[config.mk]
export PLATFORM = sky130hd
export DESIGN_NAME = mtb_lane
export DESIGN_NICKNAME = d
export VERILOG_FILES = /design/src/hdl/mtb_pkg.sv /design/src/hdl/mtb_lane.sv
export SDC_FILE = /design/constraint.sdc
export NUM_CORES = 2
export LEC_CHECK = 0
export BUFFER_PORTS_ARGS = -buffer_cell sky130_fd_sc_hd__buf_2
export CAP_MARGIN = 15
export CORE_ASPECT_RATIO = 0.8
export CORE_MARGIN = 2
export CORE_UTILIZATION = 30
export CTS_CLUSTER_DIAMETER = 60
export DETAILED_ROUTE_END_ITERATION = 6
export PLACE_DENSITY = 0.46
export SETUP_SLACK_MARGIN = 0.05
export SLEW_MARGIN = 20
export SYNTH_ARGS = -nofsm -noshare
export SYNTH_HDL_FRONTEND = slang
export SYNTH_SLANG_ARGS = --single-unit
[constraint.sdc]
create_clock -name clock -period 14.45 [get_ports clock]
set_input_delay 2.1675 -clock clock [delete_from_list [all_inputs] [get_ports clock]]
set_output_delay 2.1675 -clock clock [all_outputs]
set_load 0.01 [all_outputs]
[src/hdl/mtb_pkg.sv]
// shared types and constants for the morph blend and bound block
// no dependencies; imported by every module of the block
package mtb_pkg;

   localparam int COORD_BITS_DEF  = 24;
   localparam int WEIGHT_FRAC_DEF = 12;
   localparam int WEIGHT_BITS     = 16;
   localparam int QUEUE_DEPTH     = 8;
   localparam int QPTR_W          = $clog2(QUEUE_DEPTH);
   localparam int QCNT_W          = $clog2(QUEUE_DEPTH + 1);

   typedef enum logic {
      KIND_POSITION = 1'b0,
      KIND_BOX      = 1'b1
   } kind_type;

   typedef struct packed {
      logic load;
      logic a_valid;
      logic a_is_base;
      logic a_vertex_end;
      logic b_valid;
      logic box_empty;
   } lane_ctrl_type;

   typedef struct packed {
      logic sum_clamp;
      logic reach_clamp;
      logic fold_clamp;
   } lane_stat_type;

   typedef struct packed {
      logic wr_en;
      logic pos_sat;
      logic has_box;
      logic box_sat;
   } q_write_type;

endpackage

[src/hdl/mtb_lane.sv]
// one coordinate lane: weighted product, running position, reach and box fold
// depends on mtb_pkg
module mtb_lane
   import mtb_pkg::*;
#(
   parameter int COORD_BITS       = COORD_BITS_DEF,
   parameter int WEIGHT_FRAC_BITS = WEIGHT_FRAC_DEF
) (
   input  logic                          clock,
   input  logic                          reset,
   input  lane_ctrl_type                 ctrl,
   input  logic signed [COORD_BITS-1:0]  coord_in,
   input  logic signed [WEIGHT_BITS-1:0] weight_in,
   output logic signed [COORD_BITS-1:0]  pos_out,
   output logic signed [COORD_BITS-1:0]  box_lo_out,
   output logic signed [COORD_BITS-1:0]  box_hi_out,
   output lane_stat_type                 stat
);

   localparam int PROD_W  = COORD_BITS + WEIGHT_BITS;
   localparam int SCALE_W = PROD_W - WEIGHT_FRAC_BITS;
   localparam int SUM_W   = SCALE_W + 1;
   localparam logic signed [COORD_BITS-1:0] C_MAX = {1'b0, {(COORD_BITS-1){1'b1}}};
   localparam logic signed [COORD_BITS-1:0] C_MIN = {1'b1, {(COORD_BITS-1){1'b0}}};
   localparam logic signed [PROD_W-1:0] ROUND_K = PROD_W'(1) << (WEIGHT_FRAC_BITS - 1);

   // returns {clamped, value}
   function automatic logic [COORD_BITS:0] clamp_to_coord(input logic signed [SUM_W-1:0] v);
      logic [SUM_W-COORD_BITS:0] upper;
      upper = v[SUM_W-1:COORD_BITS-1];
      if ((&upper) || !(|upper)) begin
         clamp_to_coord = {1'b0, v[COORD_BITS-1:0]};
      end else if (v[SUM_W-1]) begin
         clamp_to_coord = {1'b1, C_MIN};
      end else begin
         clamp_to_coord = {1'b1, C_MAX};
      end
   endfunction

   logic signed [PROD_W-1:0]     prod;
   logic signed [SCALE_W-1:0]    scale_a_ff;
   logic signed [COORD_BITS-1:0] coord_a_ff;

   logic signed [COORD_BITS-1:0] sum_ff, base_ff, rlo_ff, rhi_ff;
   logic signed [COORD_BITS-1:0] sum_in, base_in, rlo_in, rhi_in;
   logic [COORD_BITS:0]          sum_sat, rlo_sat, rhi_sat;

   logic signed [COORD_BITS-1:0] pos_b_ff, base_b_ff, rlo_b_ff, rhi_b_ff;
   logic signed [COORD_BITS-1:0] box_lo_ff, box_hi_ff, box_lo_in, box_hi_in;
   logic [COORD_BITS:0]          lo_fold, hi_fold;
   logic signed [COORD_BITS-1:0] lo_val, hi_val;
   logic                         sum_clamp, reach_clamp;

   // stage a: rounded product
   assign prod = PROD_W'(coord_in) * PROD_W'(weight_in) + ROUND_K;

   always_ff @(posedge clock) begin
      if (ctrl.load) begin
         scale_a_ff <= $signed(prod[PROD_W-1:WEIGHT_FRAC_BITS]);
         coord_a_ff <= coord_in;
      end
   end

   // running position and reach
   assign sum_sat = clamp_to_coord(SUM_W'(sum_ff) + SUM_W'(scale_a_ff));
   assign rlo_sat = clamp_to_coord(SUM_W'(rlo_ff) + SUM_W'(coord_a_ff));
   assign rhi_sat = clamp_to_coord(SUM_W'(rhi_ff) + SUM_W'(coord_a_ff));

   always_comb begin
      sum_in      = sum_ff;
      base_in     = base_ff;
      rlo_in      = rlo_ff;
      rhi_in      = rhi_ff;
      sum_clamp   = 1'b0;
      reach_clamp = 1'b0;
      if (ctrl.a_is_base) begin
         sum_in  = coord_a_ff;
         base_in = coord_a_ff;
         rlo_in  = '0;
         rhi_in  = '0;
      end else begin
         sum_in    = sum_sat[COORD_BITS-1:0];
         sum_clamp = sum_sat[COORD_BITS];
         if (!coord_a_ff[COORD_BITS-1] && (|coord_a_ff)) begin
            rhi_in      = rhi_sat[COORD_BITS-1:0];
            reach_clamp = rhi_sat[COORD_BITS];
         end else begin
            rlo_in      = rlo_sat[COORD_BITS-1:0];
            reach_clamp = rlo_sat[COORD_BITS];
         end
      end
   end

   always_ff @(posedge clock) begin
      if (reset) begin
         sum_ff  <= '0;
         base_ff <= '0;
         rlo_ff  <= '0;
         rhi_ff  <= '0;
      end else if (ctrl.a_valid) begin
         if (ctrl.a_vertex_end) begin
            sum_ff  <= '0;
            base_ff <= '0;
            rlo_ff  <= '0;
            rhi_ff  <= '0;
         end else begin
            sum_ff  <= sum_in;
            base_ff <= base_in;
            rlo_ff  <= rlo_in;
            rhi_ff  <= rhi_in;
         end
      end
   end

   // stage b: fold vertex extent into the mesh box
   assign lo_fold = clamp_to_coord(SUM_W'(base_b_ff) + SUM_W'(rlo_b_ff));
   assign hi_fold = clamp_to_coord(SUM_W'(base_b_ff) + SUM_W'(rhi_b_ff));
   assign lo_val  = lo_fold[COORD_BITS-1:0];
   assign hi_val  = hi_fold[COORD_BITS-1:0];

   assign box_lo_in = (ctrl.box_empty || (lo_val < box_lo_ff)) ? lo_val : box_lo_ff;
   assign box_hi_in = (ctrl.box_empty || (hi_val > box_hi_ff)) ? hi_val : box_hi_ff;

   always_ff @(posedge clock) begin
      if (ctrl.a_valid && ctrl.a_vertex_end) begin
         pos_b_ff  <= sum_in;
         base_b_ff <= base_in;
         rlo_b_ff  <= rlo_in;
         rhi_b_ff  <= rhi_in;
      end
      if (ctrl.b_valid) begin
         box_lo_ff <= box_lo_in;
         box_hi_ff <= box_hi_in;
      end
   end

   assign pos_out          = pos_b_ff;
   assign box_lo_out       = box_lo_in;
   assign box_hi_out       = box_hi_in;
   assign stat.sum_clamp   = sum_clamp;
   assign stat.reach_clamp = reach_clamp;
   assign stat.fold_clamp  = lo_fold[COORD_BITS] | hi_fold[COORD_BITS];

endmodule

==> results.yml <==
global_routing:
  grt_pass1_wl_um: 161000
  grt_use_met2_pct: 25.8
  grt_max_degree: 63
  top_usage_layer: "met1"
  use_met3_pct: 2.30
  grt.total_usage_pct: 18.5
  overflow: 0
  grt_pass1_vias: 25100
  grt_use_met1_pct: 30.0
  antenna_found_initial: 6
final_layout:
  layout-drive-gt1-share_pct: 8.64
  stdcell_count: 5134
  fillers: 11400
  syn_to_final_growth_pct: 10.5
  nets: 4346
logic_synthesis:
  synthFlopType: "edfxtp_1"
  synthCells: 3602
  synthDistinctLibCells: 95
  yosysSeqAreaShare_pct: 23.6
  synth_edf_count: 196
  syn_area_per_cell_um2: 9.20
  yosysTopAreaCellShare_pct: 22.9
  syn_nets: 4293
  synth_area_leaders: "fa_1 (23%), edfxtp_1 (18%), ha_1 (10%), inv_1 (6.3%), dfxtp_1 (5.8%)"
  synth_top_area_cell: "fa_1"
  synth.cell_area_mm2: 0.0331
  netlist_top_cells_count: "inv_1 (555), nand2_1 (417), fa_1 (379)"
  yosysMostFrequentCell: "inv_1"
  async_reset_ff_share_pct: 0
  ys_ff_latch: 292
  yosysWarnings: 0
clock_tree:
  cts_resized: 0
  tritoncts: "built"
  clockBufferDepth: 3
  cts_buffers: 44
  root_buffer: "clkbuf_16"
  clock-sinks: 292
  post_cts_buffers: 0
  h-tree-depth: 2
  cts_hold_buffers: 0
  insertion_delay_ns: 0.60
  clk_pin_slew_ns: 0.06
power_and_ir_drop:
  p_seq_share_pct: 16.0
  power_leakage_nw: 16.7
  ir_worst_vdd_mv: 0.302
  pwr_density_cell_mw_per_mm2: 246
  clkPwrFrac_pct: 11.6
  p_sw_share_pct: 48.3
  p_int_w: 0.00467
  p_sw_w: 0.00435
  p_comb_share_pct: 72.4
die:
  initial_core_util_pct: 30.1
  coreArea_mm2: 0.110
  ios: 123
  die_y_um: 301
  dieArea_mm2: 0.113
  die_w_um: 376
  rows: 109
sta:
  slew_headroom_pct: 35.3
  drv_slew: 0
  fin_crit_sh_pct: 65.0
  rsz0062_at_grt: "no"
  worstMarginPinSlew_ns: 0.970
  finalClockSkew_ns: 0.0330
  finalWorstPathRequiredPeriod_ns: 9.39
  setup_tns_ns: 0
  hold_violations: 0
  setup_viol: 0
  fmax_mhz: 107
detailed_routing:
  drc: 0
  routed_via_density: 4.95
  totalWireLength_um: 105000
  first_pass_iters: 5
  vias: 25400
  dr.first_iter.drc_count: 1718
  wl_per_cell_um: 20.4
  final_antenna_net_count: 0
worst_setup_path:
  endpoint_kind: "output port"
  worstPathMaxFanout: 17
  required_ns: 12.28
  critPathArrivalTime_ns: 7.22
  start_kind: "flip-flop"
  crit_type: "flip-flop to output port"
run:
  cap_violations: 0
hold_path:
  hp-class: "flip-flop to flip-flop"
place:
  globalplace.congestion: 0.853
  io_buffer_count: 122
  dp.cells: 5052
  post-dp-hpwl_um: 81200
status:
  status: "finished, final reports clean"
registers in the layout (all words and copies together), names as in the netlist:
name        cells
rlo_ff         24
box_lo_ff      24
pos_out        24
coord_a_ff     24
scale_a_ff     28
box_hi_ff      24
rhi_ff         24
sum_ff         24
rhi_b_ff       24
base_b_ff      24
rlo_b_ff       24
base_ff        24
stage by stage:
step,setup slack (ns),area [um^2],utilization (%),hold WS (ns),power [W]
detailed placement,5.29,35200,32.0,0.453,0.00794
CTS,4.64,36600,33.3,0.461,0.00904
global placement,5.37,35200,32.0,0.449,0.00795
global route,4.53,36600,33.3,0.481,0.0100
finish,5.06,36600,33.3,0.463,0.00902
floorplan,6.43,33100,-,0.435,0.00614
power groups by stage:
stage | registers [W] | clock network [W] | logic [W]
after floorplan | 0.00140 | 0 | 0.00474
after global placement | 0.00146 | 0 | 0.00649
after detailed placement | 0.00145 | 0 | 0.00649
after CTS | 0.00144 | 0.00108 | 0.00652
after global routing | 0.00145 | 0.00111 | 0.00746
final | 0.00144 | 0.00105 | 0.00653
final timing paths:
path / endpoint / depth (start not counted) / slack, ns / from
worst max-delay path: box_lo_out[0] / 21 / 5.06 / base_b_ff[0]$_DFFE_PP_
worst max register to register: box_lo_ff[1]$_DFFE_PP_ / 20 / 7.71 / base_b_ff[0]$_DFFE_PP_
worst min-delay path: rlo_ff[0]$_SDFFE_PP0P_ / 2 / 0.46 / rlo_ff[0]$_SDFFE_PP0P_
worst min register to register: rlo_ff[0]$_SDFFE_PP0P_ / 2 / 0.46 / rlo_ff[0]$_SDFFE_PP0P_
layer usage:
metal / wire, um / vias to the layer above
met5: 0 / -
met4: 1910 / 0
met3: 5780 / 99
met2: 40900 / 681
met1: 56100 / 12400
li1: - / 12200
worst max-delay path, stage by stage (launching register included):
cell      delay [ns]
edfxtp_1        0.40
ha_1            0.26
fa_1            0.43
a211oi_1        0.25
o21bai_1        0.13
o41a_1          0.42
nand3_1         0.12
a32oi_1         0.35
nor2_2          0.66
o21ai_0         0.33
ha_1            0.27
a21o_1          0.17
a21o_1          0.17
a21oi_1         0.15
o221ai_1        0.17
a221oi_1        0.41
o21ai_0         0.16
a41oi_2         0.26
mux2i_4         0.60
buf_4           0.39
mux2_1          0.38
buf_2           0.15
cells in the final DEF, fill, tap and decap left out, types with 35 or more instances in the layout:
cell type and n:
inv_1 555, nand2_1 417, fa_1 379, ha_1 264
nor2_1 207, edfxtp_1 196, and2_1 165, a21oi_1 165
o21ai_0 139, buf_2 122, dfxtp_1 96, xnor2_1 85
a21o_1 74, nor3_1 62, clkbuf_16 46, a31oi_1 39
xor2_1 35
cells by family after synthesis:
family,after synthesis,share of synthesized area [%]
AND/OR/NAND/NOR,1046,14.8
AO/OA/AOI/OAI,732,14.7
buffers and inverters,691,8.03
adder cells (fa/ha/maj),669,33.7
flip-flops,292,23.6
XOR/XNOR,122,3.28
multiplexers,50,1.93
final cells by class:
cell class | count | area, um^2 | share of cell area [%]
well taps | 1443 | 1810 | 4.93
multi-input cells | 2619 | 22700 | 62.1
clock inverters | 28 | 219 | 0.598
diodes | 1 | 2.50 | 0.00683
repair buffers | 143 | 768 | 2.10
flip-flops and latches | 292 | 7810 | 21.3
clock buffers | 53 | 1200 | 3.27
inverters | 555 | 2080 | 5.69
Power figures use the tool's default switching activity.
