[config.mk]
export PLATFORM = sky130hd
export DESIGN_NAME = mtb_merge
export DESIGN_NICKNAME = d
export VERILOG_FILES = /design/src/hdl/mtb_pkg.sv /design/src/hdl/mtb_merge.sv
export SDC_FILE = /design/constraint.sdc
export NUM_CORES = 1
export LEC_CHECK = 0
export ABC_AREA = 0
export ABC_CLOCK_PERIOD_IN_PS = 3900
export BUFFER_PORTS_ARGS = -buffer_cell sky130_fd_sc_hd__buf_2
export CAP_MARGIN = 20
export CORE_AREA = 5 5 42 44
export CTS_BUF_LIST = sky130_fd_sc_hd__clkbuf_4
export DETAILED_ROUTE_END_ITERATION = 7
export DIE_AREA = 0 0 47 49
export GPL_ROUTABILITY_DRIVEN = 0
export PLACE_DENSITY = 0.76
export SETUP_SLACK_MARGIN = 0.1
export SLEW_MARGIN = 20
export SYNTH_ARGS = -nofsm -noshare
export SYNTH_HDL_FRONTEND = slang
export SYNTH_SLANG_ARGS = --single-unit
[constraint.sdc]
create_clock -name clock -period 3.9 [get_ports clock]
set_input_delay 0.975 -clock clock [delete_from_list [all_inputs] [get_ports clock]]
set_output_delay 0.975 -clock clock [all_outputs]
set_load 0.01 [all_outputs]
[src/hdl/mtb_pkg.sv]
// shared types and constants for the morph blend and bound block
// no dependencies; imported by every module of the block
package mtb_pkg;

   localparam int COORD_BITS_DEF  = 24;
   localparam int WEIGHT_FRAC_DEF = 12;
   localparam int WEIGHT_BITS     = 16;
   localparam int QUEUE_DEPTH     = 8;
   localparam int QPTR_W          = $clog2(QUEUE_DEPTH);
   localparam int QCNT_W          = $clog2(QUEUE_DEPTH + 1);

   typedef enum logic {
      KIND_POSITION = 1'b0,
      KIND_BOX      = 1'b1
   } kind_type;

   typedef struct packed {
      logic load;
      logic a_valid;
      logic a_is_base;
      logic a_vertex_end;
      logic b_valid;
      logic box_empty;
   } lane_ctrl_type;

   typedef struct packed {
      logic sum_clamp;
      logic reach_clamp;
      logic fold_clamp;
   } lane_stat_type;

   typedef struct packed {
      logic wr_en;
      logic pos_sat;
      logic has_box;
      logic box_sat;
   } q_write_type;

endpackage

[src/hdl/mtb_merge.sv]
// control pipeline and merge of lane clamp flags into vertex and mesh flags
// depends on mtb_pkg
module mtb_merge
   import mtb_pkg::*;
(
   input  logic                  clock,
   input  logic                  reset,
   input  logic                  req_tvalid,
   input  logic                  req_is_base,
   input  logic                  req_vertex_end,
   input  logic                  req_mesh_end,
   input  logic [QCNT_W-1:0]     queue_count,
   input  lane_stat_type [2:0]   lane_stat,
   output logic                  req_tready,
   output lane_ctrl_type         lane_ctrl,
   output q_write_type           q_write
);

   logic [QCNT_W:0] pending;
   logic            load;
   logic            a_valid_ff, a_base_ff, a_vend_ff, a_mend_ff;
   logic            b_valid_ff, b_mend_ff, b_pos_sat_ff, b_reach_ff;
   logic            clamp_seen_ff, reach_clamped_ff, box_clamped_ff, box_empty_ff;
   logic            any_sum, any_reach, any_fold;
   logic            clamp_seen_in, reach_clamped_in, box_sat_in;

   // room for every result already on its way plus one more pair
   assign pending = (QCNT_W+1)'(queue_count) + (QCNT_W+1)'(a_valid_ff)
                  + (QCNT_W+1)'(b_valid_ff);
   assign req_tready = pending < (QCNT_W+1)'(QUEUE_DEPTH);
   assign load       = req_tvalid && req_tready;

   assign any_sum   = lane_stat[0].sum_clamp | lane_stat[1].sum_clamp | lane_stat[2].sum_clamp;
   assign any_reach = lane_stat[0].reach_clamp | lane_stat[1].reach_clamp
                    | lane_stat[2].reach_clamp;
   assign any_fold  = lane_stat[0].fold_clamp | lane_stat[1].fold_clamp
                    | lane_stat[2].fold_clamp;

   assign clamp_seen_in    = (a_base_ff ? 1'b0 : clamp_seen_ff) | any_sum;
   assign reach_clamped_in = (a_base_ff ? 1'b0 : reach_clamped_ff) | any_reach;
   assign box_sat_in       = box_clamped_ff | b_reach_ff | any_fold;

   always_ff @(posedge clock) begin
      if (load) begin
         a_base_ff <= req_is_base;
         a_vend_ff <= req_vertex_end;
         a_mend_ff <= req_mesh_end;
      end
      if (a_valid_ff && a_vend_ff) begin
         b_mend_ff    <= a_mend_ff;
         b_pos_sat_ff <= clamp_seen_in;
         b_reach_ff   <= reach_clamped_in;
      end
   end

   always_ff @(posedge clock) begin
      if (reset) begin
         a_valid_ff       <= 1'b0;
         b_valid_ff       <= 1'b0;
         clamp_seen_ff    <= 1'b0;
         reach_clamped_ff <= 1'b0;
         box_clamped_ff   <= 1'b0;
         box_empty_ff     <= 1'b1;
      end else begin
         a_valid_ff <= load;
         b_valid_ff <= a_valid_ff && a_vend_ff;
         if (a_valid_ff) begin
            if (a_vend_ff) begin
               clamp_seen_ff    <= 1'b0;
               reach_clamped_ff <= 1'b0;
            end else begin
               clamp_seen_ff    <= clamp_seen_in;
               reach_clamped_ff <= reach_clamped_in;
            end
         end
         if (b_valid_ff) begin
            box_clamped_ff <= b_mend_ff ? 1'b0 : box_sat_in;
            box_empty_ff   <= b_mend_ff;
         end
      end
   end

   assign lane_ctrl.load         = load;
   assign lane_ctrl.a_valid      = a_valid_ff;
   assign lane_ctrl.a_is_base    = a_base_ff;
   assign lane_ctrl.a_vertex_end = a_vend_ff;
   assign lane_ctrl.b_valid      = b_valid_ff;
   assign lane_ctrl.box_empty    = box_empty_ff;

   assign q_write.wr_en   = b_valid_ff;
   assign q_write.pos_sat = b_pos_sat_ff;
   assign q_write.has_box = b_mend_ff;
   assign q_write.box_sat = box_sat_in;

endmodule

==> results.md, run 1 <==
STA:
- The actual slew at the worst max-slew pin is between 0.2 and 0.25 ns.
- The worst setup skew after layout is 0.00204 ns.
- The number of pins with negative max-slew slack in the final report is 0.
- Of the available clock period, the critical path in the final layout requires between 70% and 80%.
- Setup repair after global routing left no endpoint under its margin.
- The total negative slack for setup checks is 0 ns.
- The final critical path time including I/O delays and setup is ~3.1 ns.
- Static timing analysis puts the maximum clock frequency at about 0.32 GHz.
- The number of setup violations in the final report is 0.
- Across all setup checks in the final design, the least slack found is 0.781 ns.
- The final hold violation count is 0.
- The worst pin sits at a relative slew slack of 85.0%.

Finish:
- Counting the fill cells in the layout gives 144.
- The register cell area after layout is ~300 um2.
- Summing all multi-input logic gate instances after layout gives about 180 um2.
- The antenna diode count is 0.
- The area growth from synthesis to layout is 20.7%.
- Once layout is complete, the utilization of the core stands at 48.4%.
- Of the cells placed in the final design, the portion with a size suffix greater than 1 is 44.6%.
- The net count of the finished layout is 95.

Power:
- Power comes to about 240 uW.
- For this design the ratio of total power to cell area is approximately 360 nW/um2.
- The worst-case IR drop observed on VDD is about 0.00023 V.
- The static power due to leakage is just over 0.0003 uW.

Setup path:
- Of all nets on the critical path, the largest fanout is 4.
- The critical path data required time is between 2 and 3 ns.
- Counting cells, the worst reg-to-reg path comes to 4.
- The maximum cell stage delay along the critical path is ~0.28 ns.
- The startpoint type of the worst setup path is a primary input.
- The cell at the slowest stage of the critical path is ha_1.
- The critical path is of the in -> out type.
- The startpoint of the worst-slack reg-to-reg timing path is b_valid_ff.
- The worst endpoint data arrival time is about 2.1 ns.
- The cell that appears most often on the critical path is buf_2.
- The critical path capture point type is an output pin.
- The worst setup slack for register-to-register paths is roughly 2.3 ns.
- The critical path goes through buf_2 > ha_1 > a21o_1 > a31oi_4 > and2_1 > buf_2.
- The most critical setup path has its startpoint at queue_count[0].
- The reg-to-reg critical path endpoint is a_base_ff.

Global route:
- The maximum number of pins on one net before global-route repair is 8.
- Global routing finished with a remaining overflow of 0.
- The total global routing track utilization is approximately 10%.
- The first global-routing pass estimated ~1700 um of wire.
- The number of global-route vias before repair is ~470.
- The initial antenna violation count was 0.

Floorplanning:
- Measured along the y axis, the die boundary spans 49 um.
- For this configuration, the core starts out at a cell density of roughly two fifths.
- The I/O pin count is 30.
- The area of the die is about 2300 um2.
- After floorplanning, the core was divided into 14 placement rows.
- The width of the chip is between 40 and 50 um.
- The placeable core region is roughly 1400 um2.

Placement:
- At the placement stage, the worst setup path has a slack of 0.791 ns.
- The count of input and output buffers is 29.

Run status:
- The flow ran to the end, and the final reports show no timing, DRC or antenna violations.

Synthesis:
- A synthesized cell averages between 10 and 15 um2.
- Yosys mapped a number of flops with a built-in enable equal to 6.
- The largest total area in the synthesized netlist belongs to edfxtp_1.
- The cell area after synthesis is ~560 um2.
- Of the synthesized area, sequential elements account for 53.5%.
- By count the netlist is led by buf_4, dfxtp_1, edfxtp_1.
- The most common cell in the synthesized netlist is buf_4.
- The net count after synthesis is 71.
- The share of flip-flops with an asynchronous set or reset after synthesis is 0%.
- In the synthesized netlist the dominant register cell turns out to be edfxtp_1.
- The number of synthesis warnings is 0.
- The flip-flop and latch count after synthesis is 12.
- Synthesis handed over a netlist of about 50 instances.
- The number of distinct library cell variants in the gate-level netlist after synthesis is 19.
- Ranked by total cell area, the synthesized netlist is headed by edfxtp_1, dfxtp_1, buf_4, a31oi_4, nor2b_1.
- After synthesis, the largest area contributor takes up roughly 32% of total cell area.

Clock network:
- For the worst-skew pair, the clock arrives at the later sink with an insertion delay of 0.28 ns.
- Post-CTS timing repair inserted 0 buffers for setup.
- The tree is rooted in a clkbuf_4.
- The post-cts resize count is 0.
- The number of sinks handled by clock tree synthesis is 12.
- The maximum clock insertion buffer count is 2.
- Clock-pin slew was measured on the worst setup and hold paths at 0.08 ns.
- TritonCTS built the clock tree.
- After clock tree synthesis, the flow added hold-fix buffers numbering 0.
- The maximum level of the CTS H-tree is 1.
- The number of clock buffers added by TritonCTS is 3.

Route:
- In this run, the number of DRC markers left after iteration 0 of detailed routing was 7.
- For this run, design rule violations remaining after detail routing come to 0.
- The routed via count divided by cell count is around 4.6.
- Once detail routing completed, the nets flagged for antenna violations numbered 0.
- The overall via count from detail_route is approximately 420.
- For this block, the routed nets add up to 1070 um of wire.
- Dividing the detail-routed wire length by the instance count gives 11.8 um.
- The first TritonRoute pass finished after 4 iterations.

Worst hold path:
- Along the worst hold path, the cell count comes to 0.
- The path category of the worst min-delay check is reg -> reg.
- In this run the most critical hold path is launched from a_mend_ff.
- For hold timing, the worst endpoint is b_mend_ff.

Run:
- Across the run, the number of max-cap violations was 0.
-- critical path: cells and delay by family --
kind / cells / cell delay [ns]
buffers and inverters: 2 / 0.26
adders and majority gates: 1 / 0.28
and+or+nand+nor: 1 / 0.23
AOI/OAI and AO/OA: 2 / 0.40
-- cell families (layout without fill, tap and decap cells) --
family,Yosys count,count (layout),synth area share (%)
AOI/OAI and AO/OA,9,9,12.5
adders and majority gates,1,1,2.23
buffers and inverters,13,36,15.4
DFF,12,12,53.5
muxes,1,1,1.78
and+or+nand+nor,15,15,14.7
-- worst max-delay path by stage --
| stage | end | cells past startpoint |
|---|---|---|
| 4_1_cts | lane_ctrl[5] | 6 |
| 3_3_place_gp | lane_ctrl[5] | 6 |
| 5_1_grt | lane_ctrl[5] | 6 |
| 2_1_floorplan | lane_ctrl[5] | 5 |
| 6_report | lane_ctrl[5] | 6 |
| 3_5_place_dp | lane_ctrl[5] | 6 |
-- layer usage --
metal / up-vias / share of wire, % / track usage [%]
li1: 210 / - / -
met5: - / 0 / 0
met3: 2 / 9.4 / 2.21
met1: 184 / 39 / 11.8
met2: 20 / 50 / 17.2
met4: 0 / 2.0 / 5.53
-- power by group --
| part | switching, uW | internal [uW] | leakage [uW] | total (uW) |
|---|---|---|---|---|
| logic | 11.6 | 12.8 | 0.000182 | 24.4 |
| registers | 2.16 | 136 | 0.000106 | 138 |
| clock network | 43.2 | 37.1 | 0.0000154 | 80.3 |
| total | 56.9 | 186 | 0.000303 | 243 |
-- layout by cell type (no fill, tap or decap), types with 2 or more instances in the layout --
cell type  count
a21oi_1        2
and2_1         2
buf_2         29
clkbuf_4       3
dfxtp_1        6
edfxtp_1       6
inv_1          3
nand2_1        3
nand2b_1       2
nor2b_1        3
nor3_1         3
o21ai_0        3
-- stage by stage --
| step | area [um2] | std cells | hold WS [ns] |
|---|---|---|---|
| detailed placement | 652 | 86 | 0.412 |
| finish | 678 | 90 | 0.428 |
| floorplan | 562 | 51 | 0.400 |
| global placement | 652 | 86 | 0.410 |
| CTS | 678 | 90 | 0.435 |
| global route | 678 | 90 | 0.465 |
-- layout make-up --
type,count,share of cell area [%]
sequential,12,44.3
multi-input combinational,26,25.8
timing repair buffer,29,21.4
clock buffer,3,3.32
tap,16,2.95
inverter,3,1.66
clock inverter,1,0.554
No activity file was read; power rests on OpenSTA's default activity.
==> inputs of run 2 (changes only) <==
- ABC_AREA: 0 -> 1
- ABC_CLOCK_PERIOD_IN_PS: 3900 -> 3200
- PLACE_DENSITY: 0.76 -> 0.77
- clock period: 3.9 -> 3.2 ns (I/O delays scaled with it)
==> run 2 against run 1 <==
Worst hold slack worse by 0.0024 ns. Utilization is 0.62 points higher. Sequential share of layout area is 0.56 points lower. Critical path depth is 2 higher. Die area stayed put. Non-clock buffer count stayed put. Global-route usage is 1.7 points lower. Sequential power is 22% higher. First-iteration DRC count stayed put. Largest cell class unchanged. Highest routed layer unchanged.
==> results.md, run 2 <==
STA:
- Setup repair after global routing left no endpoint under its margin.
- The number of setup violations in the final report is 0.
- The number of pins with negative max-slew slack in the final report is 0.
- The ratio of final minimum period to clock period is roughly four fifths.
- The worst pin sits at a relative slew slack of around 90%.
- The highest attainable clock frequency is roughly 0.4 GHz.
- The worst setup skew after layout is 0.00118 ns.
- For the finished layout, the period the worst path requires is 2.52 ns.
- The actual slew at the worst max-slew pin is around 0.15 ns.
- The total negative slack for setup checks is 0 ns.
- The final hold violation count is 0.

Synthesis:
- The number of instances in the synthesized netlist is 63.
- The most instantiated library cell after synthesis is nand2_1.
- Ranked by total cell area, the synthesized netlist is headed by edfxtp_1, dfxtp_1, buf_4, nand2_1, inv_1.
- In the synthesized netlist the async set-or-reset flop fraction comes to 0%.
- The synthesized-area fraction occupied by adder cells is 2.18%.
- For this run, the number of Yosys warnings is 0.
- The number of enable flip-flop cells after synthesis is 6.
- The xor and xnor area share after synthesis is 0%.
- The cell area after synthesis is around 570 um2.
- The post-synthesis mux area share is 0%.
- Sorting the synthesized cells by how often they occur yields nand2_1, buf_4, inv_1.
- Sequential cells were found to cover about 52% of the synthesized design area.
- In this run, distinct cell masters in the synthesized netlist total 15.
- The basic-gate share of the synthesized area counting and, or, nand and nor cells is 20.9%.
- The most used flip-flop cell after synthesis is edfxtp_1.
- The biggest area contributor in the post-synthesis netlist is edfxtp_1.
- The flip-flop and latch count after synthesis is 12.
- The main combinational cell family by area after synthesis is simple AND/OR/NAND/NOR gates.
- When the netlist entered floorplanning its net count stood at 83.
- The area fraction in compound gates after synthesis is under 10%.
- Each instance of the synthesized netlist takes up on average 9.12 um2.
- Of the post-synthesis cell area, the dominant cell type holds about a third.

Placement:
- In this run the tool buffered the top-level ports with 29 buffer cells.
- The half-perimeter wire length after placement is 826 um.
- The cell area reported after detailed placement is approximately 660 um2.

Power:
- Combinational logic is responsible for 10.3% of the overall power.
- Sequential cells account for between 50 and 60% of the total power.
- The internal portion of total power is around 220 uW.
- The maximum vdd drop is about 0.0002 V.
- The power density of the placed cells is 412 nW/um2.
- In this run the static leakage power is about 0.00034 uW.
- The share of total power dissipated in the clock network is 30.2%.
- The switching part of the total is roughly a fifth.
- Summed over all nets, the switching power comes to slightly below 60 uW.

Setup path:
- The critical path's top delay family is buffers and inverters.
- Traced cell by cell, the critical path runs through buf_2 > ha_1 > nand2_1 > nand2_1 > nand3_1 > nand3_1 > inv_1 > buf_2.
- STA classifies the critical path startpoint as a primary input.
- At the worst endpoint, the required time is between 2 and 2.5 ns.
- For the worst flop-to-flop path, the logic depth is 6.
- The reg-to-reg critical path endpoint is a_vend_ff.
- The cell at the slowest stage of the critical path is ha_1.
- The maximum cell stage delay along the critical path is approximately 0.27 ns.
- The worst setup slack for register-to-register paths is approximately 1.9 ns.
- The worst endpoint data arrival time is about 1.7 ns.
- The worst setup path is captured at an output pin.
- The combined buffer and inverter count along the critical path is 3.
- The worst register-to-register path begins at b_valid_ff.
- The top fanout value on the critical path is 4.
- The category of the critical setup timing path is in -> out.

Clock network:
- In this run the number of H-tree levels came out at 1.
- Clock tree synthesis found a total of 12 sinks.
- Clock-pin slew was measured on the worst setup and hold paths at 0.06 ns.
- Buffers added to address setup during post-CTS repair amount to 0.
- CTS placed an instance of clkbuf_4 at the clock tree root.
- The number of buffers added by the clock tree synthesis step is 3.
- The post-cts resize count is 0.
- The TritonCTS clock tree is done.
- The clock reaches the later pin of the worst-skew pair after roughly 0.26 ns.
- No sink is reached through more buffers than the 2 on the longest clock path.
- In this run, post-CTS hold repair placed 0 buffers.

Floorplanning:
- Once the floorplan was initialized, standard cells occupied about two fifths of the core.
- The width of the chip is roughly 47 um.
- The number of standard-cell rows in the floorplan is 14.
- The I/O pin count is 30.
- The die covers approximately 2300 um2.
- Measured along the y axis, the die boundary spans 49 um.
- After floorplanning, the core was sized to cover 1400 um2.

Finish:
- Cells fill between 40% and 50% of the core in the end.
- The most common library cell in the layout ignoring fill and taps is buf_2.
- With fillers left out, the area of the finished cells amounts to roughly 690 um2.
- The area growth from synthesis to layout is 19.6%.
- The library cells used most frequently in the layout, excluding fill and tap cells, are buf_2, nand2_1, inv_1, nor2_1.
- For this run, the post-layout net count is about 110.
- The antenna diode count is 0.
- The fraction of final layout cells sized beyond drive strength 1 is 44.7%.

Route:
- The average routed wire per standard cell is between 9 and 10 um.
- The iteration count of the initial detailed-routing pass is 4.
- In the routed design, unresolved DRC markers number 0.
- The routed via count divided by cell count is ~4.3.
- The total detailed-routing wirelength is around 960 um.
- In this run the remaining antenna-violating nets after routing total 0.
- In this run, the number of DRC markers left after iteration 0 of detailed routing was 7.
- Summing over every cut layer, the via total after detailed routing is between 400 and 500.

Global route:
- Global routing finished with a remaining overflow of 0.
- The initial antenna violation count is 0.
- The number of global-route vias before repair is between 300 and 400.
- The first-pass GRT wire length is between 1000 and 1500 um.
- Global routing used under 10% of the available tracks across all layers.
- The maximum number of pins on one net before global-route repair is 7.

Run status:
- The flow ran to the end, and the final reports show no timing, DRC or antenna violations.

Worst hold path:
- The cell depth of the worst hold path is 0.
- The endpoint of the worst hold-timing path is b_mend_ff.
- The startpoint identified for the worst hold timing path is a_mend_ff.
- The path category of the worst min-delay check is reg -> reg.

Run:
- Max-cap violations in this run came to 0.
-- run 2: cell count changes after synthesis, moves of 3 or more --
cell / before / now
inv_1: 3 / 8
nand2_1: 3 / 11
nand3_1: 0 / 3
nor2_1: 1 / 7
nor2b_1: 3 / 0
nor3_1: 3 / 0
o21ai_0: 3 / 0
-- run 2: metal layers --
metal	GRT usage, %	routed length, um	vias up
met4	4.15	19	0
met3	4.06	128	4
li1	-	-	235
met1	9.38	343	178
met5	0	0	-
met2	13.8	471	20
-- run 2: final cells by class --
class	instances	area (um2)
inverter	10	37.5
tap	16	20.0
clock buffer	3	22.5
timing repair buffer	29	145
sequential	12	300
multi-input combinational	31	161
fill	150	714
-- run 2: worst reg2reg max path, cell delays in order (launching register included) --
cell	delay, ns
dfxtp_1	0.39
ha_1	0.25
nand2_1	0.06
nand2_1	0.06
nand3_1	0.06
nand3_1	0.09
inv_1	0.13
-- run 2: worst max path at each step --
stage,end,start,cells after the start
after floorplan,lane_ctrl[5],queue_count[0],7
after global placement,lane_ctrl[5],queue_count[0],8
after detailed placement,lane_ctrl[5],queue_count[0],8
after CTS,lane_ctrl[5],queue_count[0],8
final,lane_ctrl[5],queue_count[0],8
after global routing,lane_ctrl[5],queue_count[0],8
-- run 2: power groups by stage --
| stage | clock network, uW | logic (uW) | registers [uW] |
|---|---|---|---|
| 3_5_place_dp | 0 | 29.8 | 172 |
| 6_report | 85.5 | 29.3 | 168 |
| 4_1_cts | 88.7 | 30.0 | 168 |
| 5_1_grt | 96.1 | 33.3 | 169 |
| 3_3_place_gp | 0 | 28.9 | 172 |
| 2_1_floorplan | 0 | 17.1 | 171 |
-- run 2: logic make-up after synthesis --
family / count (synthesis)
compound gates: 5
fa+ha+maj: 1
buf+inv: 20
flops: 12
simple gates: 25
-- run 2: stage by stage --
stage                     power [uW]  setup slack [ns]  cells  hold WS [ns]
final                            283             0.682    101         0.426
after global routing             298             0.570    101         0.441
after CTS                        287             0.656    101         0.428
after detailed placement         201             0.662     98         0.412
after global placement           201             0.695     98         0.409
after floorplan                  188             0.848     63         0.400
