===== src/hdl/mtb_pkg.sv =====
// shared types and constants for the morph blend and bound block
// no dependencies; imported by every module of the block
package mtb_pkg;

   localparam int COORD_BITS_DEF  = 24;
   localparam int WEIGHT_FRAC_DEF = 12;
   localparam int WEIGHT_BITS     = 16;
   localparam int QUEUE_DEPTH     = 8;
   localparam int QPTR_W          = $clog2(QUEUE_DEPTH);
   localparam int QCNT_W          = $clog2(QUEUE_DEPTH + 1);

   typedef enum logic {
      KIND_POSITION = 1'b0,
      KIND_BOX      = 1'b1
   } kind_type;

   typedef struct packed {
      logic load;
      logic a_valid;
      logic a_is_base;
      logic a_vertex_end;
      logic b_valid;
      logic box_empty;
   } lane_ctrl_type;

   typedef struct packed {
      logic sum_clamp;
      logic reach_clamp;
      logic fold_clamp;
   } lane_stat_type;

   typedef struct packed {
      logic wr_en;
      logic pos_sat;
      logic has_box;
      logic box_sat;
   } q_write_type;

endpackage


===== src/hdl/mtb_rsp_queue.sv =====
// result queue: one entry per vertex holds the position and an optional box,
// sent as one or two transfers; depends on mtb_pkg
module mtb_rsp_queue
   import mtb_pkg::*;
#(
   parameter int COORD_BITS = COORD_BITS_DEF
) (
   input  logic                        clock,
   input  logic                        reset,
   input  q_write_type                 q_write,
   input  logic [2:0][COORD_BITS-1:0]  wr_pos,
   input  logic [2:0][COORD_BITS-1:0]  wr_lo,
   input  logic [2:0][COORD_BITS-1:0]  wr_hi,
   input  logic                        rsp_tready,
   output logic                        rsp_tvalid,
   output kind_type                    rsp_kind,
   output logic [2:0][COORD_BITS-1:0]  rsp_lo,
   output logic [2:0][COORD_BITS-1:0]  rsp_hi,
   output logic                        rsp_sat,
   output logic                        rsp_last,
   output logic [QCNT_W-1:0]           queue_count
);

   localparam int ENTRY_W = 9 * COORD_BITS + 3;

   logic [ENTRY_W-1:0]         entry_ff [QUEUE_DEPTH];
   logic [ENTRY_W-1:0]         entry_in, head;
   logic [QPTR_W-1:0]          wr_ptr_ff, rd_ptr_ff;
   logic [QCNT_W-1:0]          count_ff;
   kind_type                   kind_ff;
   logic [2:0][COORD_BITS-1:0] head_pos, head_lo, head_hi;
   logic                       head_pos_sat, head_has_box, head_box_sat;
   logic                       xfer, pop;

   assign entry_in = {q_write.box_sat, q_write.has_box, q_write.pos_sat, wr_hi, wr_lo, wr_pos};
   assign head     = entry_ff[rd_ptr_ff];

   assign head_pos     = head[3*COORD_BITS-1:0];
   assign head_lo      = head[6*COORD_BITS-1:3*COORD_BITS];
   assign head_hi      = head[9*COORD_BITS-1:6*COORD_BITS];
   assign head_pos_sat = head[9*COORD_BITS];
   assign head_has_box = head[9*COORD_BITS+1];
   assign head_box_sat = head[9*COORD_BITS+2];

   assign rsp_tvalid = count_ff != '0;
   assign xfer       = rsp_tvalid && rsp_tready;
   assign pop        = xfer && ((kind_ff == KIND_BOX) || !head_has_box);

   always_comb begin
      rsp_kind = kind_ff;
      if (kind_ff == KIND_BOX) begin
         rsp_lo   = head_lo;
         rsp_hi   = head_hi;
         rsp_sat  = head_box_sat;
         rsp_last = 1'b1;
      end else begin
         rsp_lo   = head_pos;
         rsp_hi   = '0;
         rsp_sat  = head_pos_sat;
         rsp_last = !head_has_box;
      end
   end

   always_ff @(posedge clock) begin
      if (q_write.wr_en) begin
         entry_ff[wr_ptr_ff] <= entry_in;
      end
   end

   always_ff @(posedge clock) begin
      if (reset) begin
         wr_ptr_ff <= '0;
         rd_ptr_ff <= '0;
         count_ff  <= '0;
         kind_ff   <= KIND_POSITION;
      end else begin
         if (q_write.wr_en) begin
            wr_ptr_ff <= wr_ptr_ff + QPTR_W'(1);
         end
         if (pop) begin
            rd_ptr_ff <= rd_ptr_ff + QPTR_W'(1);
         end
         if (q_write.wr_en && !pop) begin
            count_ff <= count_ff + QCNT_W'(1);
         end else if (!q_write.wr_en && pop) begin
            count_ff <= count_ff - QCNT_W'(1);
         end
         if (xfer) begin
            kind_ff <= pop ? KIND_POSITION : KIND_BOX;
         end
      end
   end

   assign queue_count = count_ff;

endmodule


===== config.mk =====
export PLATFORM = sky130hd
export DESIGN_NAME = mtb_rsp_queue
export DESIGN_NICKNAME = d
export VERILOG_FILES = /design/src/hdl/mtb_pkg.sv /design/src/hdl/mtb_rsp_queue.sv
export SDC_FILE = /design/constraint.sdc
export NUM_CORES = 1
export LEC_CHECK = 0
export BUFFER_PORTS_ARGS = -buffer_cell sky130_fd_sc_hd__clkbuf_2
export CAP_MARGIN = 20
export CORE_ASPECT_RATIO = 0.9
export CORE_UTILIZATION = 36
export CTS_BUF_LIST = sky130_fd_sc_hd__clkbuf_4 sky130_fd_sc_hd__clkbuf_8
export DETAILED_ROUTE_END_ITERATION = 6
export SYNTH_ARGS = -nofsm -noshare
export SYNTH_HDL_FRONTEND = slang
export SYNTH_SLANG_ARGS = --single-unit

===== constraint.sdc =====
create_clock -name clock -period 29.8 [get_ports clock]
set_input_delay 4.47 -clock clock [delete_from_list [all_inputs] [get_ports clock]]
set_output_delay 4.47 -clock clock [all_outputs]
set_load 0.03 [all_outputs]

==> results of run 1 <==
==> cells in the mapped netlist, drive strengths merged <==
cell,instances,area share
edfxtp,1752,0.79
mux4,510,0.17
nand2,148,0.0083
buf,90,0.0099
a21boi,72,0.0081
clkbuf,50,0.0028
nor2,18,0.0010
dfxtp,14,0.0042
ha,5,0.00094
mux2i,5,0.00075
nand2b,5,0.00047
nor2b,4,0.00037
inv,3,0.00017
nor3,3,0.00022
a21oi,2,0.00015
a221o,2,0.00030
mux2,2,0.00034
nand3,2,0.00015
nand3b,2,0.00022
xnor2,2,0.00026
xor2,2,0.00026
a21o,1,0.00011
a221oi,1,0.00022
a22oi,1,0.00011
a311o,1,0.00015
fa,1,0.00030
nand4,1,0.000094
nor3b,1,0.00011
nor4b,1,0.00013
o21a,1,0.00011
o21ai,1,0.000075
o31ai,1,0.00011
o41ai,1,0.00024
or4,1,0.00011
or4b,1,0.00015
==> power by group through the flow <==
stage	clock (mW)	sequential [mW]	combinational (mW)
final	2.03	2.85	1.27
after detailed placement	0	2.90	1.30
after global placement	0	2.90	1.29
after CTS	2.10	2.85	1.30
after floorplan	0	2.90	1.02
after global routing	2.19	2.86	1.36
==> layer usage <==
metal / part of all wire / vias up
met5: 0.0018 / -
met4: 0.020 / 40
met3: 0.066 / 285
met2: 0.49 / 818
met1: 0.42 / 16300
li1: - / 12900
==> cell type report <==
type / count / area (µm²) / share of cell area
Sequential cell: 1766 / 52900 / 0.687
Multi-Input combinational cell: 798 / 13100 / 0.171
Clock buffer: 396 / 4900 / 0.0636
Tap cell: 2416 / 3020 / 0.0392
Timing Repair Buffer: 435 / 2390 / 0.0311
Clock inverter: 118 / 619 / 0.00804
Antenna cell: 12 / 30.0 / 0.000390
Inverter: 3 / 11.3 / 0.000146
==> metrics by stage <==
stage / setup slack, ps / util / instances / cell area (µm²)
2_1_floorplan: 9430 / - / 2707 / 66800
3_5_place_dp: 19730 / 0.389 / 5418 / 71500
6_report: 18940 / 0.419 / 5944 / 77000
3_3_place_gp: 19770 / 0.389 / 5418 / 71500
5_1_grt: 18240 / 0.419 / 5940 / 77000
4_1_cts: 18510 / 0.419 / 5932 / 77000
==> worst max-delay path by stage <==
stage | endpoint | slack (ps) | cells past startpoint
after floorplan | entry_ff[0][0] | 9430 | 2
after global routing | rsp_lo[6] | 18240 | 7
after global placement | rsp_lo[37] | 19770 | 7
after CTS | rsp_lo[20] | 18510 | 7
final | rsp_lo[20] | 18940 | 7
after detailed placement | rsp_lo[20] | 19730 | 7
==> logic make-up after synthesis <==
logic type,count (synthesis)
mux,517
xor+xnor,4
compound gates,84
simple gates,187
fa+ha+maj,6
flops,1766
buf+inv,143
==> cells in the final DEF, fill, tap and decap left out, drive strengths merged, types with 3 or more instances in the layout <==
cell type and count:
edfxtp 1752, clkinv 105, mux2i 5, a21boi 72, ha 5, nor2 18
clkinvlp 7, clkbuf 770, nor2b 4, inv 6, nand2 148, nor3 3
buf 61, nand2b 5, dfxtp 14, mux4 510, diode 12, bufinv 3
==> state kept, by name (all words and copies together), names as in the netlist, named ones only <==
| signal | flops |
|---|---|
| wr_ptr_ff | 3 |
| rd_ptr_ff | 3 |
| queue_count | 4 |
| rsp_kind | 1 |
| entry_ff | 1752 |
==> critical path, cell delays in order, from the launching register on <==
cell and delay, ps:
dfxtp_4 820, buf_4 780, buf_4 810, buf_4 840, buf_4 650, mux4_2 570, mux4_2 480, clkbuf_2 210
==> results_dict.tcl, run 1 <==
set metrics [dict create \
    rsz0062_at_grt "false" \
    cts_root_buf "clkbuf_8" \
    post_cts_buffers 0 \
    dieWidth_um 456 \
    ctsResizeCount 0 \
    finalSetupTns_ps 0 \
    hold_class "reg2reg" \
    grt_use_met3 0.0475 \
    synth_top_family_by_area "multiplexers" \
    drt_pass1_iterations 5 \
    core-area_um2 184000 \
    fill_cells 15800 \
    rr_endpoint "queue_count[3]" \
    layout.nets 3536 \
    grt_pass1_vias 32200 \
    slew_viol_final 0 \
    hold_viol_final 0 \
    reg2reg_depth 12 \
    drtIter0Drc 2207 \
    cts_tree "built" \
    r2r_setup_slack_ps 25570 \
    routed_wl_um 145000 \
    vias 30300 \
    clock_latency_ps 1050 \
    synth-xor-area-share 0.000524 \
    hold_start "wr_ptr_ff[2]" \
    syn_inst 2707 \
    netSwitchingPower_mw 1.67 \
    ys_seq_area_frac 0.791 \
    clk_pin_slew_ps 60 \
    peakVddDrop_uv 49.7 \
    drtAntennaViolNets 0 \
    dieHeight_um 411 \
    io_buffers 374 \
    synth_compound_area_frac 0.00968 \
    whs_endpoint "wr_ptr_ff[2]" \
    outcome "finished, final reports clean" \
    cts.path.max_buffers 4 \
    p_int_mw 4.48 \
    comb_power_share 0.207 \
    avgRoutedWirePerCell_um 24.4 \
    overflow 0 \
    setup-violations-final 0 \
    synth_nets 2936 \
    placementRows 149 \
    clock_sinks 1766 \
    synthDistinctLibCells 38 \
    synth_warnings 0 \
    p_per_area_nw_per_um2 79.9 \
    drive_above_1_share 0.400 \
    period_needed_ps 10860 \
    cts_made_buffers 303 \
    finalPower_mw 6.15 \
    grt_max_degree 131 \
    synth.area.mux_share 0.173 \
    antenna_found_initial 28 \
    timing.hold.ws_ps 546 \
    netlist_area_um2 66800 \
    synth-simple-area-share 0.0114 \
    slew_headroom 0.280 \
    min_period_over_period 0.364 \
    ys_ff_latch 1766 \
    dp_hpwl_um 76500 \
    endpoint_kind "output pin" \
    grt-busiest-layer "met2" \
    track_usage 0.155 \
    io_pins 375 \
    start_kind "flop" \
    avgSynthCellArea_um2 24.7 \
    gp_congestion 0.723 \
    viasPerCell 5.10 \
    grtUsageMet2 0.250 \
    switching_share 0.271 \
    worstSetupPathType "reg2out" \
    fin_worst_skew_ps 80.9 \
    grt_pass1_wl_um 214000 \
    worst_ep_required_time_ps 25330 \
    cp.arrival_ps 6390 \
    globalRouteMet1Util 0.200 \
    max_freq_mhz 92.1 \
    area_delta_synth_final_pct 15.2 \
    tightest_slew_ps 1080 \
    clkPwrFrac 0.330 \
    synthAdderAreaFrac 0.00124 \
    pwr-share-seq 0.463 \
    die_area_um2 187000 \
    cts-hold-fix-buffers 0 \
    htree_levels 5 \
    leakagePower_nw 24.2 \
    initial_core_util 0.364 \
    drc_errors 0 \
    hold-path-cell-count 2 \
    crit_fanout 46 \
    max_cap_viol_count 0 \
]
Power figures use the tool's default switching activity.
==> inputs of run 2 (changes only) <==
Clock period 29.8 ns to 8.8 ns, I/O delays scaled along.
==> results_dict.tcl, run 2 (synthesized netlist as in run 1, its figures left out) <==
set metrics [dict create \
    outcome "finished, final reports clean" \
    placementRows 149 \
    clock_latency_ps 1000 \
    worst_ep_required_time_ps 7480 \
    regMostFlops "entry_ff" \
    drive_above_1_share 0.399 \
    dp_slack_ps 4070 \
    leakagePower_nw 24.2 \
    placed_cell_area_um2 71500 \
    p_per_area_nw_per_um2 273 \
    initial_core_util 0.364 \
    endpoint_kind "output pin" \
    drtIter0Drc 2016 \
    overflow 0 \
    area_delta_synth_final_pct 15.6 \
    fin_area_um2 77300 \
    final_common_cell "edfxtp_1" \
    clk_pin_slew_ps 60 \
    peakVddDrop_uv 192 \
    die_area_um2 187000 \
    clock_sinks 1766 \
    antenna_found_initial 25 \
    cts_tree "built" \
    post_cts_buffers 0 \
    viasPerCell 5.08 \
    track_usage 0.157 \
    finalPower_mw 21.1 \
    cp.arrival_ps 4400 \
    max_freq_mhz 175 \
    hold-path-cell-count 2 \
    drc_errors 0 \
    grt_max_degree 113 \
    avgRoutedWirePerCell_um 24.7 \
    dieHeight_um 411 \
    hold_class "reg2reg" \
    io_pins 375 \
    vias 30100 \
    io_buffers 374 \
    setup-violations-final 0 \
    reg2reg_depth 12 \
    timing.final.ws_setup_ps 3080 \
    core-area_um2 184000 \
    drtAntennaViolNets 0 \
    slew_headroom 0.328 \
    cts_root_buf "clkbuf_8" \
    htree_levels 5 \
    dieWidth_um 456 \
    crit_fanout 98 \
    ctsResizeCount 0 \
    start_kind "flop" \
    fin_worst_skew_ps 77.0 \
    max_cap_viol_count 0 \
    tightest_slew_ps 1010 \
    fill_cells 15900 \
    layout.nets 3521 \
    routed_wl_um 147000 \
    slew_viol_final 0 \
    hold_viol_final 0 \
    grt_pass1_vias 32500 \
    largest_reg_flops 1752 \
    final_cell_mix "1752 x edfxtp_1, 510 x mux4_2, 374 x clkbuf_2, 311 x clkbuf_8, 148 x nand2_1" \
    cts-hold-fix-buffers 0 \
    gp_congestion 0.705 \
    rsz0062_at_grt "false" \
    worstSetupPathType "reg2out" \
    cts.path.max_buffers 4 \
    grt_pass1_wl_um 216000 \
    cts_made_buffers 306 \
    drt_pass1_iterations 5 \
    dp_hpwl_um 73500 \
    period_needed_ps 5720 \
    min_period_over_period 0.650 \
]
==> run 2: power by group <==
group          internal, mW  switching, mW
Combinational          2.00           2.33
Sequential             9.49          0.164
Clock                  3.89           3.21
==> run 2: layer usage <==
layer  share of wire  GRT usage  routed length [µm]
met3           0.067     0.0455                9800
met2            0.50      0.260               73100
met5          0.0012          0                 180
met1            0.41      0.198               60300
met4           0.021     0.0480                3110
==> run 2: final cells by class <==
type,count,area (µm²),area share
inverter,3,12.5,0.000162
clock buffer,406,4990,0.0646
antenna,11,27.5,0.000356
multi-input combinational,798,13200,0.170
sequential,1766,52900,0.684
tap,2416,3020,0.0391
timing repair buffer,417,2440,0.0316
clock inverter,115,734,0.00950
==> run 2: metrics by stage <==
step	cells	util	setup TNS, ps	hold WS [ps]
finish	5932	0.420	0	543
CTS	5921	0.420	0	431
detailed placement	5400	0.389	0	534
global placement	5400	0.389	0	521
global route	5929	0.420	0	460
floorplan	2707	-	-4058820	492
==> run 2: path summary, 6_finish.rpt <==
| kind | slack, ps | endpoint | start |
|---|---|---|---|
| max | 3080 | rsp_lo[5] | flop |
| min reg2reg | 540 | wr_ptr_ff[2] | wr_ptr_ff[2] |
| max reg2reg | 4480 | queue_count[3] | flop |
| min | 540 | wr_ptr_ff[2] | wr_ptr_ff[2] |
==> run 2: worst max-delay path: stages, from the launching register on <==
cell and delay (ps):
dfxtp_4 850, buf_12 450, buf_12 570, mux4_2 410, mux4_2 540, clkbuf_2 210
==> inputs of run 3 (changes only) <==
Settings changed: ABC_AREA set to 1.
Clock period 8.8 ns to 5.4 ns, I/O delays scaled along.
==> results_dict.tcl, run 3 <==
set metrics [dict create \
    synthDistinctLibCells 27 \
    crit_fanout 254 \
    antenna_found_initial 56 \
    fin_area_um2 80200 \
    track_usage 0.192 \
    setup-violations-final 0 \
    yosys.area.top_type "edfxtp_1" \
    ys_ff_latch 1766 \
    switching_share 0.342 \
    htree_levels 5 \
    grt_max_degree 255 \
    tightest_slew_ps 1210 \
    synthAdderAreaFrac 0.00121 \
    post-synth-top-count-cell "edfxtp_1" \
    regMostFlops "entry_ff" \
    netSwitchingPower_mw 12.7 \
    clock_latency_ps 1050 \
    netlist_area_um2 68200 \
    post_cts_buffers 0 \
    drt_pass1_iterations 5 \
    outcome "finished, final reports clean" \
    finalSetupTns_ps 0 \
    hold_viol_final 0 \
    synth.area.top_cells "edfxtp_1 77%, o21ai_0 6.2%, nor2_1 6.0%" \
    largest_reg_flops 1752 \
    synth_warnings 0 \
    avgRoutedWirePerCell_um 22.7 \
    grt_pass1_vias 42100 \
    synth_nets 5148 \
    cts_tree "built" \
    initial_core_util 0.363 \
    drc_errors 0 \
    worst_ep_required_time_ps 4590 \
    clock_sinks 1766 \
    slew_viol_final 0 \
    clk_pin_slew_ps 70 \
    period_needed_ps 4800 \
    rsz0062_at_grt "false" \
    finalPower_mw 37.1 \
    dieHeight_um 415 \
    final_common_cell "edfxtp_1" \
    synth.area.mux_share 0 \
    placementRows 151 \
    min_period_over_period 0.889 \
    ys_seq_area_frac 0.775 \
    area_delta_synth_final_pct 17.6 \
    synthFlopType "edfxtp_1" \
    grt_pass1_wl_um 275000 \
    placed_cell_area_um2 72900 \
    max_freq_mhz 208 \
    pwr-share-seq 0.421 \
    overflow 0 \
    cts_made_buffers 309 \
    async_reset_ff_frac 0 \
    dp_hpwl_um 96600 \
    p_per_area_nw_per_um2 462 \
    hold_class "in2reg" \
    comb_power_share 0.266 \
    drtIter0Drc 3416 \
    timing.hold.ws_ps 91.9 \
    avgSynthCellArea_um2 13.9 \
    io_pins 375 \
    start_kind "flop" \
    reg2reg_depth 13 \
    routed_wl_um 187000 \
    clkPwrFrac 0.313 \
    synth_commonest_cells "1752 x edfxtp_1, 1093 x nor2_1, 845 x o21ai_0, 255 x clkbuf_1, 206 x o22ai_1" \
    timing.final.ws_setup_ps 602 \
    cts.path.max_buffers 4 \
    vias 43400 \
    synth-xor-area-share 0.000385 \
    synth_top_family_by_area "compound AO/OA/AOI/OAI gates" \
    gp_congestion 0.758 \
    fin_util 0.426 \
    max_cap_viol_count 0 \
    synth-simple-area-share 0.0721 \
    drive_above_1_share 0.164 \
    slew_headroom 0.195 \
    io_buffers 374 \
    synth_compound_area_frac 0.125 \
    syn_inst 4919 \
    cts-hold-fix-buffers 151 \
    cp.arrival_ps 3990 \
    stdcell_count 8246 \
    drtAntennaViolNets 0 \
    peakVddDrop_uv 421 \
    final_cell_mix "1752 x edfxtp_1, 1085 x nor2_1, 845 x o21ai_0, 374 x clkbuf_2, 316 x clkbuf_8" \
    synth_edf_count 1752 \
    place_inst 7538 \
    die_area_um2 191000 \
    worstSetupPathType "reg2out" \
    layout.nets 5705 \
    endpoint_kind "output pin" \
    fin_worst_skew_ps 66.5 \
    viasPerCell 5.26 \
    dieWidth_um 461 \
    fill_cells 17300 \
    hold-path-cell-count 1 \
    yosysTopAreaCellShare 0.771 \
    dp_slack_ps 1680 \
    core-area_um2 188000 \
    cts_root_buf "clkbuf_8" \
    leakagePower_nw 26.5 \
    p_int_mw 24.4 \
    ctsResizeCount 0 \
]
-- run 3: path summary, 6_finish.rpt --
kind	startpoint	slack, ps	endpoint
setup / recovery	flop	600	rsp_lo[68]
hold / removal	wr_pos[9]	90	entry_ff[0][9]
setup reg to reg	flop	2000	queue_count[3]
hold reg to reg	wr_ptr_ff[0]	500	wr_ptr_ff[0]
-- run 3: kinds of logic (layout without fill, tap and decap cells) --
family,count (synthesis),count (layout)
compound gates,1474,1474
other cells,0,29
flops,1766,1766
buf+inv,391,1165
simple gates,1279,1279
xor+xnor,3,3
fa+ha+maj,6,6
-- run 3: cell type report --
type | count | area, µm² | area share
flip-flops and latches | 1766 | 52900 | 0.660
multi-input cells | 2762 | 13700 | 0.170
clock buffers | 415 | 5090 | 0.0635
repair buffers | 609 | 4560 | 0.0569
well taps | 2524 | 3160 | 0.0394
clock inverters | 113 | 623 | 0.00777
inverters | 28 | 136 | 0.00170
diodes | 29 | 72.6 | 0.000905
-- run 3: critical path, stage by stage (launching register included) --
cell and delay [ps]:
dfxtp_4 510, inv_16 700, buf_4 650, nor2_1 80, nor2_1 100, o21ai_0 100
o211ai_1 130, o211ai_1 110, nand2_1 160, clkbuf_2 230
-- run 3: layer usage --
metal / track usage / wire (µm) / vias up
met2: 0.321 / 93100 / 1366
met3: 0.0426 / 12200 / 449
met5: 0 / 145 / -
met1: 0.242 / 76100 / 21800
li1: - / - / 19800
met4: 0.0731 / 5740 / 22
-- run 3: power groups by stage --
stage	clock [mW]	combinational [mW]	sequential, mW
after floorplan	0	6.62	15.9
after global placement	0	9.67	15.9
after detailed placement	0	9.81	15.9
after CTS	11.9	9.94	15.6
after global routing	12.5	10.7	15.6
final	11.6	9.86	15.6
